<file path="src/rtl/multi_key_debouncer_macros.svh">
// ----------------------------------------------------------------------------
// Assertion macros for the multi-key debouncer
// Shared property wrappers, all clocked on clk_i and quiet during reset.
// ----------------------------------------------------------------------------
`ifndef MULTI_KEY_DEBOUNCER_MACROS_SVH
`define MULTI_KEY_DEBOUNCER_MACROS_SVH

// Property that must hold whenever the block is out of reset.
`define MKD_ASSERT(label, prop, msg) \
  label: assert property (@(posedge clk_i) disable iff (!rst_ni) (prop)) else $error(msg);

// Consequent that must hold in the cycle after the antecedent.
`define MKD_ASSERT_NEXT(label, ante, cons, msg) \
  label: assert property (@(posedge clk_i) disable iff (!rst_ni) (ante) |=> (cons)) \
    else $error(msg);

`endif

</file>
<file path="src/rtl/mkd_pkg.sv">
// ----------------------------------------------------------------------------
// Multi-key debouncer package
// Opcodes, register indexes, reset values and the key state write struct.
// ----------------------------------------------------------------------------
`timescale 1ns / 1ps
`default_nettype none

package mkd_pkg;

  // Item opcodes.
  typedef enum logic {
    OP_QUERY = 1'b0,
    OP_READ  = 1'b1
  } op_e;

  // Configuration register indexes.
  localparam int unsigned CFG_IDX_W = 1;
  localparam logic [CFG_IDX_W-1:0] CFG_DEBOUNCE  = 1'b0;
  localparam logic [CFG_IDX_W-1:0] CFG_KEY_COUNT = 1'b1;

  // Field widths.
  localparam int unsigned DEBOUNCE_W = 16;
  localparam int unsigned COUNT_W    = 4;
  localparam int unsigned TIME_W     = 32;
  localparam int unsigned PORT_W     = 8;
  localparam int unsigned KEY_IDX_W  = 3;

  // Register reset values.
  localparam logic [DEBOUNCE_W-1:0] DEBOUNCE_RST  = 16'd50;
  localparam logic [COUNT_W-1:0]    KEY_COUNT_RST = 4'd8;

  // Write request toward the per-key state.
  typedef struct packed {
    logic              level_we;
    logic              level;
    logic [TIME_W-1:0] stamp;
    logic              mark_set;
    logic              mark_clr;
  } key_wr_t;

endpackage

`default_nettype wire

</file>
<file path="src/rtl/multi_key_debouncer.sv">
// ----------------------------------------------------------------------------
// Multi-key debouncer
// Per-key debounce state for up to MAX_KEYS active-low keys on one port.
// ----------------------------------------------------------------------------
// The block takes one word per cycle while its output is not stalled. A word
// waits in the input register, then the key state lookup, level compare and
// 32-bit elapsed-time subtract settle into the result register. Key state
// lives in flip-flops and is cleared at reset, so the block needs no
// initialisation before the first word. A query word whose key level
// differs from the stored one records the new level and the time and sets the
// change mark; a read word returns and clears that mark. A word whose key index
// is not below key_count (or MAX_KEYS) gives no result and changes nothing.
// Configuration may only be written while no word is in flight.
`timescale 1ns / 1ps
`default_nettype none

`include "multi_key_debouncer_macros.svh"

module multi_key_debouncer #(
  parameter int unsigned MAX_KEYS = 8
) (
  input  wire logic                              clk_i,
  input  wire logic                              rst_ni,
  // Configuration write channel.
  input  wire logic                              cfg_valid_i,
  output logic                                   cfg_ready_o,
  input  wire logic [mkd_pkg::CFG_IDX_W-1:0]     cfg_index_i,
  input  wire logic [mkd_pkg::DEBOUNCE_W-1:0]    cfg_data_i,
  // Input channel.
  input  wire logic                              in_valid_i,
  output logic                                   in_stall_o,
  input  wire logic                              opcode_i,
  input  wire logic [mkd_pkg::KEY_IDX_W-1:0]     key_index_i,
  input  wire logic [mkd_pkg::PORT_W-1:0]        port_value_i,
  input  wire logic [mkd_pkg::TIME_W-1:0]        now_ms_i,
  // Output channel.
  output logic                                   out_valid_o,
  input  wire logic                              out_stall_i,
  output logic                                   pressed_o,
  output logic [mkd_pkg::TIME_W-1:0]             elapsed_ms_o,
  output logic                                   changed_o,
  output logic                                   new_level_o,
  output logic                                   index_ok_o
);

  localparam int unsigned IdxW = (MAX_KEYS > 1) ? $clog2(MAX_KEYS) : 1;
  localparam logic [mkd_pkg::COUNT_W-1:0] KeysLimit = mkd_pkg::COUNT_W'(MAX_KEYS);

  // Configuration registers.
  logic [mkd_pkg::DEBOUNCE_W-1:0] debounce_q;
  logic [mkd_pkg::COUNT_W-1:0]    key_count_q;

  assign cfg_ready_o = 1'b1;

  always_ff @(posedge clk_i or negedge rst_ni) begin
    if (!rst_ni) begin
      debounce_q  <= mkd_pkg::DEBOUNCE_RST;
      key_count_q <= mkd_pkg::KEY_COUNT_RST;
    end else if (cfg_valid_i && cfg_ready_o) begin
      case (cfg_index_i)
        mkd_pkg::CFG_DEBOUNCE:  debounce_q  <= cfg_data_i;
        mkd_pkg::CFG_KEY_COUNT: key_count_q <= cfg_data_i[mkd_pkg::COUNT_W-1:0];
        default: ;
      endcase
    end
  end

  // Input register.
  logic                              s1_valid_q;
  mkd_pkg::op_e                      s1_opcode_q;
  logic [mkd_pkg::KEY_IDX_W-1:0]     s1_key_index_q;
  logic [mkd_pkg::PORT_W-1:0]        s1_port_q;
  logic [mkd_pkg::TIME_W-1:0]        s1_now_q;
  logic                              s1_adv;
  logic                              in_take;

  assign s1_adv     = s1_valid_q && !(out_valid_o && out_stall_i);
  assign in_stall_o = s1_valid_q && !s1_adv;
  assign in_take    = in_valid_i && !in_stall_o;

  always_ff @(posedge clk_i or negedge rst_ni) begin
    if (!rst_ni) begin
      s1_valid_q <= 1'b0;
    end else if (in_take) begin
      s1_valid_q <= 1'b1;
    end else if (s1_adv) begin
      s1_valid_q <= 1'b0;
    end
  end

  always_ff @(posedge clk_i) begin
    if (in_take) begin
      s1_opcode_q    <= mkd_pkg::op_e'(opcode_i);
      s1_key_index_q <= key_index_i;
      s1_port_q      <= port_value_i;
      s1_now_q       <= now_ms_i;
    end
  end

  // Key lookup, level compare and elapsed time.
  logic                         idx_ok;
  logic                         cur_level;
  logic                         st_level;
  logic                         st_mark;
  logic [mkd_pkg::TIME_W-1:0]   st_time;
  logic                         lvl_change;
  logic [mkd_pkg::TIME_W-1:0]   stamp_eff;
  logic [mkd_pkg::TIME_W-1:0]   elapsed;
  logic                         is_read;
  logic                         commit;
  mkd_pkg::key_wr_t             key_wr;

  assign idx_ok = ({1'b0, s1_key_index_q} < key_count_q) &&
                  ({1'b0, s1_key_index_q} < KeysLimit);
  assign is_read    = (s1_opcode_q == mkd_pkg::OP_READ);
  assign cur_level  = ~s1_port_q[s1_key_index_q];
  assign lvl_change = (cur_level != st_level);
  assign stamp_eff  = lvl_change ? s1_now_q : st_time;
  assign elapsed    = s1_now_q - stamp_eff;
  assign commit     = s1_adv && idx_ok;

  always_comb begin
    key_wr          = '0;
    key_wr.level    = cur_level;
    key_wr.stamp    = s1_now_q;
    key_wr.level_we = commit && !is_read && lvl_change;
    key_wr.mark_set = commit && !is_read && lvl_change;
    key_wr.mark_clr = commit && is_read;
  end

  mkd_key_bank #(
    .MAX_KEYS(MAX_KEYS)
  ) u_key_bank (
    .clk_i     (clk_i),
    .rst_ni    (rst_ni),
    .idx_i     (s1_key_index_q[IdxW-1:0]),
    .wr_i      (key_wr),
    .rd_level_o(st_level),
    .rd_mark_o (st_mark),
    .rd_time_o (st_time)
  );

  // Result register.
  logic                         out_valid_q;
  logic                         pressed_q;
  logic [mkd_pkg::TIME_W-1:0]   elapsed_q;
  logic                         changed_q;
  logic                         new_level_q;

  always_ff @(posedge clk_i or negedge rst_ni) begin
    if (!rst_ni) begin
      out_valid_q <= 1'b0;
    end else if (commit) begin
      out_valid_q <= 1'b1;
    end else if (!out_stall_i) begin
      out_valid_q <= 1'b0;
    end
  end

  always_ff @(posedge clk_i) begin
    if (commit) begin
      if (is_read) begin
        pressed_q   <= 1'b0;
        elapsed_q   <= '0;
        changed_q   <= st_mark;
        new_level_q <= st_mark & st_level;
      end else begin
        pressed_q   <= cur_level && (elapsed > {16'd0, debounce_q});
        elapsed_q   <= elapsed;
        changed_q   <= 1'b0;
        new_level_q <= 1'b0;
      end
    end
  end

  assign out_valid_o  = out_valid_q;
  assign pressed_o    = pressed_q;
  assign elapsed_ms_o = elapsed_q;
  assign changed_o    = changed_q;
  assign new_level_o  = new_level_q;
  assign index_ok_o   = out_valid_q;

  // Stall only when a word waits behind a blocked result.
  `MKD_ASSERT(a_stall_cause, !in_stall_o || (s1_valid_q && out_valid_o && out_stall_i),
              "input stalled without a blocked result")
  // A pressed report always carries an elapsed time beyond the debounce setting.
  `MKD_ASSERT(a_press_time, !(out_valid_o && pressed_o) || (elapsed_ms_o > {16'd0, debounce_q}),
              "press reported before debounce time")
  // Query and read results never mix their fields.
  `MKD_ASSERT(a_result_kind, !(out_valid_o && (pressed_o || (elapsed_ms_o != '0))) ||
              (!changed_o && !new_level_o), "query and read fields both set")
  // An out-of-range word that leaves the input register must not reach the output.
  `MKD_ASSERT_NEXT(a_drop_range, s1_adv && !idx_ok && !out_valid_o, !out_valid_o,
                   "out-of-range word produced a result")

endmodule

`default_nettype wire

</file>
<file path="src/rtl/mkd_key_bank.sv">
// ----------------------------------------------------------------------------
// Multi-key debouncer key state bank
// Holds level, change mark and change time for each key in flip-flops.
// ----------------------------------------------------------------------------
`timescale 1ns / 1ps
`default_nettype none

`include "multi_key_debouncer_macros.svh"

module mkd_key_bank #(
  parameter int unsigned MAX_KEYS = 8,
  localparam int unsigned IdxW = (MAX_KEYS > 1) ? $clog2(MAX_KEYS) : 1
) (
  input  wire logic                          clk_i,
  input  wire logic                          rst_ni,
  input  wire logic [IdxW-1:0]               idx_i,
  input  wire mkd_pkg::key_wr_t              wr_i,
  output logic                               rd_level_o,
  output logic                               rd_mark_o,
  output logic [mkd_pkg::TIME_W-1:0]         rd_time_o
);

  logic [MAX_KEYS-1:0]             level_q;
  logic [MAX_KEYS-1:0]             mark_q;
  logic [mkd_pkg::TIME_W-1:0]      time_q [MAX_KEYS];

  // Per-key state update; only the addressed key takes the write.
  always_ff @(posedge clk_i or negedge rst_ni) begin
    if (!rst_ni) begin
      level_q <= '0;
      mark_q  <= '0;
      for (int k = 0; k < MAX_KEYS; k++) begin
        time_q[k] <= '0;
      end
    end else begin
      for (int k = 0; k < MAX_KEYS; k++) begin
        if (idx_i == IdxW'(k)) begin
          if (wr_i.level_we) begin
            level_q[k] <= wr_i.level;
            time_q[k]  <= wr_i.stamp;
          end
          if (wr_i.mark_set) begin
            mark_q[k] <= 1'b1;
          end else if (wr_i.mark_clr) begin
            mark_q[k] <= 1'b0;
          end
        end
      end
    end
  end

  // Read of the addressed key.
  assign rd_level_o = level_q[idx_i];
  assign rd_mark_o  = mark_q[idx_i];
  assign rd_time_o  = time_q[idx_i];

  // A query sets the mark, a read clears it; one item never does both.
  `MKD_ASSERT(a_mark_excl, !(wr_i.mark_set && wr_i.mark_clr), "mark set and clear together")
  // A level write always comes with a change mark.
  `MKD_ASSERT(a_level_marks, !wr_i.level_we || wr_i.mark_set, "level write without mark")
  // A level write always flips the stored level of that key.
  `MKD_ASSERT(a_level_flips, !wr_i.level_we || (wr_i.level != rd_level_o),
              "level write without a change")

endmodule

`default_nettype wire
</file>
<file path="config.mk">
export PLATFORM = sky130hd
export DESIGN_NAME = multi_key_debouncer
export DESIGN_NICKNAME = d
export VERILOG_FILES = /design/src/rtl/mkd_pkg.sv /design/src/rtl/multi_key_debouncer.sv /design/src/rtl/mkd_key_bank.sv
export VERILOG_INCLUDE_DIRS = /design/src /design/src/rtl
export SDC_FILE = /design/constraint.sdc
export NUM_CORES = 1
export LEC_CHECK = 0
export BUFFER_PORTS_ARGS = -buffer_cell sky130_fd_sc_hd__buf_2
export CAP_MARGIN = 0
export CORE_MARGIN = 2
export CORE_UTILIZATION = 66
export DETAILED_ROUTE_END_ITERATION = 8
export GPL_TIMING_DRIVEN = 0
export PLACE_DENSITY_LB_ADDON = 0.05
export SYNTH_ARGS = -nofsm -noshare
export SYNTH_HDL_FRONTEND = slang
export SYNTH_SLANG_ARGS = --single-unit
</file>
<file path="constraint.sdc">
create_clock -name clk_i -period 13.15 [get_ports clk_i]
set_clock_uncertainty 0.15 [all_clocks]
set_input_delay 1.9725 -clock clk_i [delete_from_list [all_inputs] [get_ports clk_i]]
set_output_delay 1.9725 -clock clk_i [all_outputs]
set_load 0.005 [all_outputs]
</file>
---- Word-level counts from Yosys, hierarchy flattened ----
Cells that the tools add are included.
operators by class
  add/subtract/negate cells ............... 1
  $lt $le $gt $ge ......................... 4
  equal/unequal tests ..................... 9
  muxes and demuxes ....................... 16
  bitwise logic cells ..................... 4
  reduce and logical (&&, ||, !) cells .... 34
operators by type and width
  kind                count
  $bmux 32 s3         1
  $mux 32             3
  $reduce_and 2->1    18
  $gt 32x16->1        1
  $sub 32x32->32      1
  $eq 3x3->1 const B  4
  $bmux 1 s3          3
  $logic_and 1x1->1   9
  $mux 1              9
  $eq 3x2->1 const B  2
  $ge 4x4->1 const B  1
  $logic_not 1->1     4
  $lt 3x4->1          1
  $lt 3x4->1 const B  1
  $not 3->4           1
  $reduce_bool 2->1   2
  $eq 3x1->1 const B  1
  $logic_not 3->1     1
  $ne 2x1->1 const B  1
  $not 1->1           2
  $and 1x1->1         1
  $ne 1x1->1          1
word-level totals
  flip-flop bits (word level) ............. 373
  bits of input ports ..................... 66
  output and inout bits ................... 39
  word-level logic and storage cells ...... 104

---- Depth between registers and ports, before layout ----
  word-level depth ........................ 8
  mapped depth ............................ 27

---- Hierarchy ----
Synthesis repeated with hierarchy kept, for this count alone.
unflattened totals
  cell total of the unflattened synthesis .. 1436
  area total of the unflattened synthesis .. 18751.7 µm²
by module, submodules not included
  module               times used  cells each  area each (µm²)  sequential area each (µm²)
  mkd_key_bank         1           847         12431.9          6806.5
  multi_key_debouncer  1           589         6319.8           2927.8

---- Worst setup path after synthesis ----
Ideal clock, no wire load.
  path type ............................... register -> register
  from .................................... register s1_key_index_q[0] in the netlist's numbering
  to ...................................... register pressed_q, in the netlist pressed_o (data pin)
  library setup time ...................... 0.277 ns
  arrival ................................. 5.270 ns
  data required time ...................... 12.723 ns
  setup slack ............................. 7.454 ns
  stages on the path, launching flop included .. 25
  path buffers ............................ 3
  clock period less this slack ............ 5.696 ns
  path through ............................ edfxtp_1 > buf_6 > buf_2 > buf_1 > mux4_2 > mux2i_1 > nor2_1 > a21oi_1 > ha_1 > a21o_1 > a211o_1 > o21ai_0 > a21oi_1 > a31o_2 > xnor2_1 > ha_1 > a21o_1 > a21o_1 > a21oi_1 > o21ai_0 > o22a_1 > nor4_1 > nand4_1 > nor4b_1 > a41oi_1
on the way
  cells in the longest elaborated chain, start to end .. 8
RTL lines
  element                                                        RTL line                                        source
  start, declared                                                multi_key_debouncer.sv:71                       logic [mkd_pkg::KEY_IDX_W-1:0] s1_key_index_q;
  start signal, assigned                                         multi_key_debouncer.sv:94                       s1_key_index_q <= key_index_i;
  $not 3->4 (not written as such) or $bmux 1 s3 (tied branches)  mkd_key_bank.sv:55, multi_key_debouncer.sv:116
  $bmux 32 s3 or $mux 1 (tied branches)                          mkd_key_bank.sv:55, multi_key_debouncer.sv:116
  $mux 32 (not written as such) or $not 1->1 (tied branches)     mkd_key_bank.sv:55, multi_key_debouncer.sv:116
  $mux 32 (not written as such) or $ne 1x1->1 (tied branches)    mkd_key_bank.sv:55, multi_key_debouncer.sv:117
  $mux 32 (*)                                                    multi_key_debouncer.sv:118                      assign stamp_eff = lvl_change ? s1_now_q : st_time;
  $sub 32x32->32 (*)                                             multi_key_debouncer.sv:119                      assign elapsed = s1_now_q - stamp_eff;
  net elapsed (one bit)                                          multi_key_debouncer.sv:108                      logic [mkd_pkg::TIME_W-1:0] elapsed;
  $gt 32x16->1 (*)                                               multi_key_debouncer.sv:168                      pressed_q <= cur_level && (elapsed > {16'd0, debounce_q});
  $logic_and 1x1->1 (*)                                          multi_key_debouncer.sv:168
  end signal, assigned                                           multi_key_debouncer.sv:168
  end, declared                                                  multi_key_debouncer.sv:145                      logic pressed_q;
Mark *: on every way through the listed nets, which the timed path passes. The rest lies on a longest branch. The select of a mux whose other input is x is not followed.
A chain may end at the register's enable or synchronous reset.

---- Final worst setup path ----
Same ends and word-level chain as after synthesis.

==> qor.txt <==
Result of the run: finished clean
Maximum achievable frequency: 0.144 GHz
Proportion of synthesized flip-flops having asynchronous set or reset: 78.8%
Final-stage net count: 1553
Post-Route M1 WL: 17.7 mm
Clk sink count: 373
Final wirelength: 40.6 mm
Highest Signal Layer: met4
Top flip-flop cell by instance count after synthesis: sky130_fd_sc_hd__dfrtp_1
Cells after synthesis: 1289
Worst r2r src: s1_key_index_q[0]$_DFFE_PP_
Proportion of power drawn by the clock network: 24.0%
Average wire per standard cell: 22.5 µm
Max-cap violations: 0
Global-route wire length before repair: 64.2 mm
Top cells by area in the synthesized netlist: sky130_fd_sc_hd__dfrtp_1 (40%), sky130_fd_sc_hd__mux2_2 (14%), sky130_fd_sc_hd__edfxtp_1 (13%)
Final min period: 6960 ps
Cell type with the largest total area after synthesis: sky130_fd_sc_hd__dfrtp_1
Number of nets with antenna violations after routing: 0
Number of setup buffers added after CTS: 0
Final hold vios: 0
Antenna violations before repair: 0
Num rows: 60
Bufs on Longest Clock Path: 3
Final-report max-slew violation count: 0
Yosys warning total: 0
Number of violations reported at the end of detailed-routing iteration 0: 783
Actual transition at the worst max-transition pin: 1130 ps
Maximum fanout count along the critical path: 10
CTS tree: done
Clock root buffer: sky130_fd_sc_hd__clkbuf_16
Layout fillers: 1751
Worst vdd ir: 131 µV
Global routing usage summed across all routing layers: 29.2%
Hold Crit Class: reg2reg
Mapped Area: 0.0182 mm²
Total non-filler cell area in the finished layout: 0.0205 mm²
Post-Synthesis Net Count: 1405
Mean Syn Cell Area: 14.1 µm²
Share of layout cells above drive strength 1: 35.4%
Crit path launch type: register
CP Capture Point: pressed_o$_SDFFCE_PP0P_
Final setup viols: 0
Number of buffers added on ports: 103
First element of the critical path: s1_key_index_q[0]$_DFFE_PP_
Placed standard-cell area: 0.0192 mm²
Arrival time at the worst endpoint: 7060 ps
Routed met3 length: 2.26 mm
Critical path required time: 13250 ps
Kind of capture point of the worst setup path: register
Via density per instance: 6.29
CTS Hold Buffers Added: 0
Length of routed met2 wiring: 19.5 mm
Internal portion of total power: 0.00298 W
Most common cell after layout, fill and taps aside: sky130_fd_sc_hd__dfrtp_1
Share of total power consumed by net switching: 32.6%
Number of unique standard cell types used by synthesis: 60
Detailed-router iteration count before antenna repair: 7
Combinational fraction of design power: 35.7%
X dimension of the die: 170 µm
Clock Latency Late Sink: 540 ps
End of the worst register-to-register path: pressed_o$_SDFFCE_PP0P_
Post-detailed-placement half-perimeter wirelength: 28.0 mm
Number of enable-type register cells in the synthesized netlist: 79
R2R depth: 24
Vias in the first global route: 11600
RSZ-0062 raised after global routing: no
Most frequent cells in the layout: sky130_fd_sc_hd__dfrtp_1 (290), sky130_fd_sc_hd__mux2_2 (231), sky130_fd_sc_hd__buf_2 (105)
Area of the core region: 0.0270 mm²
Drc violations: 0
Number of vias in the routed layout: 11400
P_leak: 9.23 nW
GPL Wtd Cong: 0.934
Number of diodes: 0
Type of the worst setup path: reg2reg
Number of buffers created by CTS: 39
Total negative slack: 0 ps
Cts repair resizes: 0
Die area: 0.0289 mm²
P_sw: 0.00144 W
Minimum setup slack among reg-to-reg paths: 6190 ps
Yosys top cell area share: 39.9%
IO Pins: 105
Power Density: 216 mW/mm²
Sequential share of the synthesized area: 53.6%
Ratio of final minimum period to clock period: 52.9%
Die height: 170 µm
Initial core utilization: 67.2%
Clock-pin slew reported for the worst setup and hold paths after clock tree synthesis: 60 ps
Number of synthesized register bits: 373
Pin count of the biggest net entering global routing: 121
Register share of total power: 40.3%
Area growth from synthesis to layout: 12.7%
Max-slew headroom: 24.5%
Overflow after GRT: 0
Count of H-tree levels built during CTS: 2
logic make-up after synthesis:
group / Yosys count / synth area share (%)
mux: 374 / 27.3
flops: 373 / 53.6
simple gates: 185 / 5.19
compound gates: 172 / 5.60
buf+inv: 104 / 3.31
fa+ha+maj: 50 / 3.48
xor+xnor: 30 / 1.49
other cells: 1 / 0.0206
state kept, by name, indices dropped and copies added, names as in the netlist, 3 cells and up:
| register | count |
|---|---|
| s1_key_index_q | 3 |
| key_count_q | 4 |
| s1_now_q | 32 |
| elapsed_ms_o | 32 |
| u_key_bank.mark_q | 8 |
| s1_port_q | 8 |
| u_key_bank.time_q | 256 |
| u_key_bank.level_q | 8 |
| debounce_q | 16 |
power groups by stage:
stage                     Sequential (W)  Clock, W  Combinational [W]
after floorplan                  0.00173         0            0.00118
after global placement           0.00177         0            0.00151
after detailed placement         0.00179         0            0.00156
after CTS                        0.00178   0.00108            0.00158
after global routing             0.00182   0.00112            0.00174
final                            0.00178   0.00106            0.00158
how the worst min path moves through the flow:
stage	startpoint	to	slack, ps	cells past startpoint
finish	u_key_bank.time_q[239]$_DFFE_PN0P_	u_key_bank.time_q[239]$_DFFE_PN0P_	330	1
global route	u_key_bank.time_q[239]$_DFFE_PN0P_	u_key_bank.time_q[239]$_DFFE_PN0P_	350	1
CTS	u_key_bank.time_q[173]$_DFFE_PN0P_	u_key_bank.time_q[173]$_DFFE_PN0P_	340	1
detailed placement	u_key_bank.time_q[225]$_DFFE_PN0P_	u_key_bank.time_q[225]$_DFFE_PN0P_	320	1
global placement	u_key_bank.time_q[171]$_DFFE_PN0P_	u_key_bank.time_q[171]$_DFFE_PN0P_	310	1
floorplan	u_key_bank.level_q[2]$_DFFE_PN0P_	u_key_bank.level_q[2]$_DFFE_PN0P_	300	1
routing by layer:
layer / vias up / track usage [%]
met5: - / 0
met4: 0 / 9.29
met3: 87 / 3.67
met2: 392 / 47.2
met1: 5834 / 42.1
li1: 5067 / -
area by class of cell:
class | instances | area, µm² | area share, %
flip-flops and latches | 373 | 9730 | 47.5
inverters | 31 | 116 | 0.568
clock buffers | 52 | 1080 | 5.30
well taps | 341 | 427 | 2.08
clock inverters | 20 | 169 | 0.825
plain buffers | 73 | 484 | 2.36
repair buffers | 107 | 621 | 3.03
multi-input cells | 812 | 7850 | 38.3
synth_stat cells (3+ instances only):
library cell,instances
sky130_fd_sc_hd__nand3_1,4
sky130_fd_sc_hd__nand4_1,6
sky130_fd_sc_hd__nor2_2,3
sky130_fd_sc_hd__nand2b_1,11
sky130_fd_sc_hd__mux4_2,70
sky130_fd_sc_hd__buf_4,3
sky130_fd_sc_hd__nor2b_1,27
sky130_fd_sc_hd__mux2_1,38
sky130_fd_sc_hd__o21bai_1,3
sky130_fd_sc_hd__a21oi_1,79
sky130_fd_sc_hd__mux2_2,231
sky130_fd_sc_hd__xor2_1,14
sky130_fd_sc_hd__dfrtp_1,290
sky130_fd_sc_hd__mux2i_1,34
sky130_fd_sc_hd__nor3_4,4
sky130_fd_sc_hd__inv_1,31
sky130_fd_sc_hd__o21a_1,8
sky130_fd_sc_hd__nand2_1,47
sky130_fd_sc_hd__nor2_1,61
sky130_fd_sc_hd__buf_1,14
sky130_fd_sc_hd__edfxtp_1,79
sky130_fd_sc_hd__o21ai_0,36
sky130_fd_sc_hd__nor3_1,3
sky130_fd_sc_hd__clkbuf_1,27
sky130_fd_sc_hd__and3_1,5
sky130_fd_sc_hd__ha_1,49
sky130_fd_sc_hd__o2111ai_1,3
sky130_fd_sc_hd__or3_1,3
sky130_fd_sc_hd__o211ai_1,4
sky130_fd_sc_hd__buf_6,26
sky130_fd_sc_hd__a21o_1,15
sky130_fd_sc_hd__dfstp_2,4
sky130_fd_sc_hd__xnor2_1,15
sky130_fd_sc_hd__a31oi_1,7
sky130_fd_sc_hd__buf_2,3
worst max-delay path, cell delays in order, from the launching register on:
cell                       delay [ps]
sky130_fd_sc_hd__edfxtp_1         390
sky130_fd_sc_hd__buf_6            200
sky130_fd_sc_hd__buf_2            270
sky130_fd_sc_hd__buf_1            850
sky130_fd_sc_hd__mux4_2           620
sky130_fd_sc_hd__mux2i_1          200
sky130_fd_sc_hd__nor2_1            80
sky130_fd_sc_hd__a21oi_1          170
sky130_fd_sc_hd__ha_1             310
sky130_fd_sc_hd__a21o_1           260
sky130_fd_sc_hd__a211o_1          250
sky130_fd_sc_hd__o21ai_0          230
sky130_fd_sc_hd__a21oi_1          150
sky130_fd_sc_hd__a31o_2           310
sky130_fd_sc_hd__xnor2_1          250
sky130_fd_sc_hd__ha_1             300
sky130_fd_sc_hd__a21o_1           180
sky130_fd_sc_hd__a21o_1           160
sky130_fd_sc_hd__a21oi_1          130
sky130_fd_sc_hd__o21ai_0          100
sky130_fd_sc_hd__o22a_1           240
sky130_fd_sc_hd__nor4_1           250
sky130_fd_sc_hd__nand4_1          120
sky130_fd_sc_hd__nor4b_1          340
sky130_fd_sc_hd__a41oi_1          150
stage by stage:
stage / std cells / hold WS, ps / power [W] / utilization [%] / worst slack, ps
after global placement: 1733 / 312 / 0.00328 / 70.7 / 4520
after CTS: 1809 / 337 / 0.00443 / 75.8 / 6110
after global routing: 1809 / 350 / 0.00468 / 75.8 / 5550
after detailed placement: 1737 / 320 / 0.00336 / 71.1 / 6230
after floorplan: 1289 / 302 / 0.00291 / - / 7450
final: 1809 / 334 / 0.00442 / 75.8 / 6190
(Power assumes the default switching activity.)
